===== config.mk =====
export PLATFORM = sky130hd
export DESIGN_NAME = swm_cell
export DESIGN_NICKNAME = d
export VERILOG_FILES = /design/src/swm_pkg.sv /design/src/swm_cell.sv
export SDC_FILE = /design/constraint.sdc
export NUM_CORES = 1
export LEC_CHECK = 0
export BUFFER_PORTS_ARGS = -buffer_cell sky130_fd_sc_hd__buf_4
export CORE_MARGIN = 2
export CORE_UTILIZATION = 40
export DETAILED_ROUTE_END_ITERATION = 8
export PLACE_DENSITY = 0.74
export SLEW_MARGIN = 20
export SYNTH_ARGS = -nofsm -noshare
export SYNTH_HDL_FRONTEND = slang
export SYNTH_SLANG_ARGS = --single-unit

===== constraint.sdc =====
create_clock -name clk -period 3.2 [get_ports clk]
set_input_delay 0.32 -clock clk [delete_from_list [all_inputs] [get_ports clk]]
set_output_delay 0.32 -clock clk [all_outputs]
set_load 0.03 [all_outputs]

===== src/swm_pkg.sv =====
`timescale 1ns / 1ps
// ----------------------------------------------------------------------------
// Sliding window maximum package
// Shared constants for the sliding window maximum block and its cells.
// ----------------------------------------------------------------------------
package swm_pkg;

  // Default number of cells, which is the longest window the block supports.
  localparam int WINDOW_MAX_DEF  = 64;

  // Default sample width in bits (two's complement).
  localparam int SAMPLE_BITS_DEF = 32;

  // Width of the window length register on the configuration port.
  localparam int CFG_LEN_BITS    = 7;

endpackage


===== src/swm_cell.sv =====
`timescale 1ns / 1ps
// ----------------------------------------------------------------------------
// Sliding window maximum cell
// Holds the maximum of the last k+1 samples for its position k in the chain.
// ----------------------------------------------------------------------------
module swm_cell #(
  parameter int SAMPLE_BITS = swm_pkg::SAMPLE_BITS_DEF
) (
  input  logic                          clk,
  input  logic                          shift_en,
  input  logic signed [SAMPLE_BITS-1:0] sample_in,
  input  logic signed [SAMPLE_BITS-1:0] left_max,
  output logic signed [SAMPLE_BITS-1:0] cell_max
);

  logic signed [SAMPLE_BITS-1:0] cell_max_next;

  // The new maximum of this span is the new sample against the shorter span
  // that the left neighbor held before the update.
  always_comb begin
    cell_max_next = (sample_in > left_max) ? sample_in : left_max;
  end

  // Payload register; only written when a sample is taken in.
  always_ff @(posedge clk) begin
    if (shift_en) begin
      cell_max <= cell_max_next;
    end
  end

endmodule


======== After elaboration in Yosys (flattened, before gate mapping) ========
Cells that the tools add are included.
storage, ports and cells
  register bits after elaboration ......... 32
  bits of input ports ..................... 66
  output and inout bits ................... 32
  logic and storage cells ................. 3
operators by class
  $lt $le $gt $ge ......................... 1
  multiplexer cells ....................... 1
operators by type and width
  cell            number
  $gt A32 B32 Y1  1
  $mux W32        1

======== Longest topological paths before layout ========
Gate-level depths: netlist (run 1).
  word-level depth ........................ 2
  gate-level depth with buffers ........... 10
  mapped depth without buffers ............ 9

======== Worst setup path before layout (run 1) ========
OpenSTA, ideal clock, no wires.
  kind .................................... input to register
  from .................................... input left_max[31]
  to ...................................... register cell_max[10] (data pin)
  setup time .............................. 260 ps
  arrival ................................. 2552 ps
  data required time ...................... 2940 ps
  path slack .............................. 388 ps
  stages on the path ...................... 10
  path buffers ............................ 1
  cells stage by stage .................... inv_1 > ha_1 > nand4_2 > nor4_4 > nand4_2 > or3_1 > o2111ai_1 > o221a_4 > buf_12 > mux2_4
on the way
  cells in the longest elaborated chain, start to end .. 2
ends and longest elaborated chain
  element                      RTL line        source
  from (decl)                  swm_cell.sv:12  input logic signed [SAMPLE_BITS-1:0] left_max,
  $gt A32 B32 Y1               swm_cell.sv:21  cell_max_next = (sample_in > left_max) ? sample_in : left_max;
  $mux W32                     swm_cell.sv:21
  named net cell_max_next[10]  swm_cell.sv:16  logic signed [SAMPLE_BITS-1:0] cell_max_next;
  to (signal assigned)         swm_cell.sv:27  cell_max <= cell_max_next;
  to (decl)                    swm_cell.sv:13  output logic signed [SAMPLE_BITS-1:0] cell_max
The timed path passes the listed nets, and every way through them passes these cells.
A chain may end at the register's enable or synchronous reset.

======== Worst setup path in the final report (run 1) ========
  from .................................... input sample_in[31]
  to ...................................... register cell_max[31] (data pin)
on the way
  cells in the longest elaborated chain, start to end .. 2
ends and longest elaborated chain
  element                      RTL line        source
  from (decl)                  swm_cell.sv:11  input logic signed [SAMPLE_BITS-1:0] sample_in,
  $gt A32 B32 Y1               swm_cell.sv:21
  $mux W32 (*)                 swm_cell.sv:21
  named net cell_max_next[31]  swm_cell.sv:16
The timed path passes the listed nets; every way through them passes the cells marked *.

==> flow_summary.toml, run 1 <==
[yosys]
synth_adder_area_share_pct = 17.0
dominant_combinational_cell_family_by_area_after_synthesis = "multiplexers"
netlist_area_mm2 = 0.00235
synth_area_per_cell_um2 = 13.1
synth.area.top_cells = "edfxtp_1, mux2_4, ha_1, inv_1, buf_12"
number_of_synthesized_register_bits = 32
synth_top_cell_area_share_pct = 40.9
synth-compound-area-share_pct = 7.61
synthDistinctLibCells = 26
synth-xor-area-share_pct = 0
synth_largest_area_cell = "edfxtp_1"
synthesis.yosys.warnings = 0
synth-seq-area-share_pct = 40.9
synth.net_count = 278
synth_simple_gate_area_share_pct = 6.34
synth_cells = 180
synth.area.mux_share_pct = 20.1

[timing]
max_freq_ghz = 0.361
max_slew_margin_pct = 71.8
final.period_utilization_pct = 86.6
hold_viol_final = 0
tightestPinTransition_ns = 0.422
rsz0062_at_grt = "false"
timing.final.crit_period_ns = 2.77
finalMaxSlewViolations = 0
fin_setup_tns_ns = 0
setup_viol = 0

[pwr]
power.share.combinational_pct = 36.8
powerDensity_mw_per_mm2 = 409
sw_share_pct = 30.6
part_of_the_total_power_dissipated_in_the_clock_network_pct = 22.6
p_int_mw = 0.916
cellLeakagePower_nw = 1.67
ir_drop_mv = 0.216
power.share.sequential_pct = 40.6
power.switching_mw = 0.404

[status]
run_status = "completed"

[clocking]
clockBufferDepth = 2
postCtsSetupRepairBufs = 0
root_driver = "clkbuf_8"
cts_buffers = 5
clock_sink_count = 32
count_of_cells_resized_by_post_cts_repair = 0
cts.clk_slew.worst_paths_ns = 0.07
hold_fix_buffers_at_cts = 0
tritoncts = "built"
cts-htree-levels = 2

[cells_and_area]
post_route_cells_drive_above_1_share_pct = 50.4
max_flop_register = "cell_max"
layout.cells.most_common = "buf_4"
post_layout_instance_count_excluding_filler_cells = 356
layout_top_registers = "cell_max x32"
multiInputGateArea_mm2 = 0.00120
final.fill_count = 492
synthToLayoutAreaGrowth_pct = 37.5
n_antenna_cell = 0
nets = 381
finish.utilization_pct = 58.0
area.sequential_um2 = 961
largest_reg_flops = 32
mostFrequentLayoutCells = "buf_4, inv_1, ha_1, edfxtp_1, mux2_4"

[floorplanning]
die-width_um = 80.6
ioPinCount = 98
core_area_mm2 = 0.00557
die-height_um = 80.6
die_area_mm2 = 0.00650
core.rowCount = 27
start_util_pct = 42.2

[detailed_routing]
post_drt_via_cell_ratio = 4.79
detail_route.first_pass.iterations = 4
routed_wirelength_mm = 4.89
drc = 0
avgRoutedWirePerCell_um = 13.7
antenna_violating_nets_post_route = 0
vias = 1705
first_iter_violations = 85

[placement]
dp_cells = 348
gp_congestion = 0.864
dp_hpwl_mm = 4.08
buffer_ports.inserted = 97

[grt]
maximum_number_of_pins_on_one_net_before_global_route_repair = 33
gr-total-overflow = 0
grt_antenna_before_repair = 0
grt.total_usage_pct = 16.3
vias_in_the_first_global_route = 1830
grt_pass1_wl_mm = 7.95

[critical_path]
worst-path-max-fanout = 14
worst-setup-path-type = "in2reg"
critical_path_arrival_ns = 2.81
worst_ep_required_ns = 3.24
end_kind = "flop"
worst_setup_path_start_kind = "input port"

[run]
max_cap_violations = 0

[hold_path]
hold_path_class = "in2reg"
-- worst max-delay path, stage by stage --
cell,delay [ns]
buf_4,0.11
ha_1,0.35
nand4_2,0.18
nor4_4,0.40
nand4_2,0.18
or3_1,0.39
o2111ai_1,0.12
o221a_4,0.25
buf_12,0.17
mux2_2,0.34
-- path summary, 6_finish.rpt --
check	startpoint	endpoint	slack (ns)	cells after the start
setup / recovery	sample_in[31]	cell_max[31]	0.43	10
hold / removal	left_max[16]	cell_max[16]	0.34	2
-- cell type report --
| cell class | instances | share of cell area [%] |
|---|---|---|
| Multi-Input combinational cell | 111 | 37.2 |
| Sequential cell | 32 | 29.7 |
| Timing Repair Buffer | 99 | 23.8 |
| Inverter | 34 | 3.95 |
| Tap cell | 72 | 2.79 |
| Clock buffer | 5 | 2.13 |
| Clock inverter | 3 | 0.426 |
-- synth_stat cells, drive strengths merged --
cell type / instances
inv: 34
edfxtp: 32
ha: 32
mux2: 32
a21oi: 11
nand2: 9
nand4: 5
a21o: 3
buf: 3
nand3: 3
a221oi: 2
nor4: 2
o21ai: 2
a2111oi: 1
a221o: 1
and2: 1
nor2: 1
nor3: 1
o2111ai: 1
o21a: 1
o221a: 1
or2b: 1
or3: 1
-- metrics by stage --
| stage | instance area, µm² | hold slack (ns) | worst slack, ns | total power [mW] |
|---|---|---|---|---|
| after floorplan | 2350 | 0.432 | 0.388 | 0.858 |
| after global placement | 3150 | 0.631 | 0.192 | 1.03 |
| after detailed placement | 3150 | 0.633 | 0.0941 | 1.04 |
| after CTS | 3230 | 0.333 | 0.394 | 1.33 |
| after global routing | 3230 | 0.328 | 0.279 | 1.39 |
| final | 3230 | 0.341 | 0.427 | 1.32 |
-- cell families after synthesis --
kind of cell             after synthesis
buffers and inverters                 37
AO/OA/AOI/OAI                         23
multiplexers                          32
AND/OR/NAND/NOR                       24
adder cells (fa/ha/maj)               32
flip-flops                            32
-- power groups by stage --
stage / Clock, mW / Combinational, mW / Sequential [mW]
after floorplan: 0 / 0.215 / 0.643
after global placement: 0 / 0.483 / 0.544
after detailed placement: 0 / 0.491 / 0.546
after CTS: 0.304 / 0.492 / 0.537
after global routing: 0.326 / 0.525 / 0.540
final: 0.298 / 0.485 / 0.536
-- routing by layer --
metal	GRT usage, %	vias up	part of all wire (%)
met5	0	-	0
met4	7.29	0	2.6
met3	3.60	13	5.2
met2	30.3	50	54
met1	17.4	777	38
li1	-	865	-
No activity file was read; power rests on OpenSTA's default activity.
==> run 2, diff against run 1 <==
==> constraint.sdc (replaced) <==
create_clock -name clk -period 3.2 [get_ports clk]
set_input_delay 0.16 -clock clk [delete_from_list [all_inputs] [get_ports clk]]
set_output_delay 0.16 -clock clk [all_outputs]
set_load 0.03 [all_outputs]
==> run 2 against run 1 <==
Compared with the run above: die area stayed put; critical path depth unchanged; maximum frequency decreased by 0.50%; worst setup slack got worse by 0.014 ns; count of clock-buffer cells in the layout is the same; via count grew 2.1%; flip-flop and latch count unchanged; combinational power grew 1%; sequential power hardly changed; first-iteration DRC count down 55%; worst hold slack got worse by 0.15 ns; non-clock buffer count grew 1; critical endpoint is now cell_max[30]; largest power group unchanged.
==> flow_summary.toml, run 2 (synthesized netlist as in run 1, its figures left out) <==
[pwr]
p_int_mw = 0.914
power.share.combinational_pct = 37.5
powerDensity_mw_per_mm2 = 406
sw_share_pct = 30.4
cellLeakagePower_nw = 1.67
part_of_the_total_power_dissipated_in_the_clock_network_pct = 21.8
power.switching_mw = 0.399
power.share.sequential_pct = 40.7
ir_drop_mv = 0.166

[grt]
grt_pass1_wl_mm = 8.07
grt.total_usage_pct = 16.3
gr-total-overflow = 0
grt_antenna_before_repair = 0
maximum_number_of_pins_on_one_net_before_global_route_repair = 33
vias_in_the_first_global_route = 1742

[timing]
rsz0062_at_grt = "false"
setup_viol = 0
final.period_utilization_pct = 87.1
hold_viol_final = 0
fin_setup_tns_ns = 0
timing.final.crit_period_ns = 2.79
finalMaxSlewViolations = 0
max_slew_margin_pct = 72.4
tightestPinTransition_ns = 0.410
max_freq_ghz = 0.359

[status]
run_status = "completed"

[clocking]
postCtsSetupRepairBufs = 0
cts_buffers = 5
cts-htree-levels = 2
count_of_cells_resized_by_post_cts_repair = 0
clock_sink_count = 32
hold_fix_buffers_at_cts = 0
tritoncts = "built"
clockBufferDepth = 2
root_driver = "clkbuf_8"
cts.clk_slew.worst_paths_ns = 0.07

[cells_and_area]
largest_reg_flops = 32
synthToLayoutAreaGrowth_pct = 37.5
layout.cells.most_common = "buf_4"
layout_top_registers = "cell_max x32"
max_flop_register = "cell_max"
mostFrequentLayoutCells = "buf_4, inv_1, ha_1, edfxtp_1, mux2_4"
post_route_cells_drive_above_1_share_pct = 50.0
n_antenna_cell = 0
nets = 382
finish.utilization_pct = 58.0

[critical_path]
end_kind = "flop"
crit_slowest_cell = "nor4_4"
worst_ep_required_ns = 3.23
worst_setup_path_start_kind = "input port"
critical_path_arrival_ns = 2.82
timing.critical_path.buf_inv = 2
worst-setup-path-type = "in2reg"
timing.critical_path.cells = "buf_4, ha_1, nand4_2, nor4_4, nand4_2, or3_1, o2111ai_1, o221a_4, buf_4, mux2_4"
total_number_of_cells_along_the_worst_setup_path = 10
critical-path-top-delay-family = "simple AND/OR/NAND/NOR gates"
critical_path.startpoint = "sample_in[31]"
timing.critical_path.slowest_cell_delay_ns = 0.41
worst-path-max-fanout = 8

[detailed_routing]
avgRoutedWirePerCell_um = 14.4
post_drt_via_cell_ratio = 4.89
first_iter_violations = 38
detail_route.first_pass.iterations = 4
routed_wirelength_mm = 5.13
vias = 1741
antenna_violating_nets_post_route = 0
drc = 0

[floorplanning]
start_util_pct = 42.2
die-height_um = 80.6
core.rowCount = 27
core_area_mm2 = 0.00557
die-width_um = 80.6
die_area_mm2 = 0.00650
ioPinCount = 98

[hold_path]
timing.hold.worst_endpoint = "cell_max[26]"
worstHoldStart = "left_max[26]"
hold_path_class = "in2reg"
whs_path_depth = 2

[placement]
dp_hpwl_mm = 4.29
buffer_ports.inserted = 97
gp_congestion = 0.812

[run]
max_cap_violations = 0
run 2: cell types whose count changed in the layout (fill, tap and decap cells not counted), sizes merged:
| cell | delta |
|---|---|
| buf | +1 |
| clkinv | -1 |
run 2: worst max path at each step:
stage	endpoint	slack, ns
after global routing	cell_max[30]	0.25
after global placement	cell_max[29]	0.23
after detailed placement	cell_max[30]	0.14
after floorplan	cell_max[10]	0.55
final	cell_max[30]	0.41
after CTS	cell_max[30]	0.42
run 2: cell type report:
cell class                      count  area (µm²)
Inverter                           34         128
Fill cell                         493        2340
Tap cell                           72        90.1
Timing Repair Buffer              100         776
Sequential cell                    32         961
Clock buffer                        5        68.8
Clock inverter                      2        7.51
Multi-Input combinational cell    111        1200
run 2: metrics by stage:
| step | hold WS (ns) | power, mW | instance area [µm²] | cells | setup slack (ns) |
|---|---|---|---|---|---|
| floorplan | 0.272 | 0.858 | 2350 | 180 | 0.548 |
| global placement | 0.470 | 1.03 | 3160 | 349 | 0.233 |
| detailed placement | 0.473 | 1.04 | 3160 | 349 | 0.143 |
| CTS | 0.182 | 1.33 | 3230 | 356 | 0.420 |
| global route | 0.182 | 1.38 | 3230 | 356 | 0.253 |
| finish | 0.188 | 1.31 | 3230 | 356 | 0.413 |
run 2: per-layer routing:
layer | track usage (%) | vias to the layer above | share of wire, %
li1 | - | 862 | -
met1 | 17.9 | 815 | 38
met2 | 30.7 | 53 | 56
met3 | 2.02 | 11 | 4.2
met4 | 7.97 | 0 | 2.4
met5 | 0 | - | 0
run 2: power groups by stage:
stage	combinational (mW)	sequential [mW]	clock, mW
finish	0.492	0.535	0.286
global route	0.528	0.539	0.312
CTS	0.498	0.535	0.294
detailed placement	0.496	0.544	0
global placement	0.487	0.543	0
floorplan	0.215	0.643	0
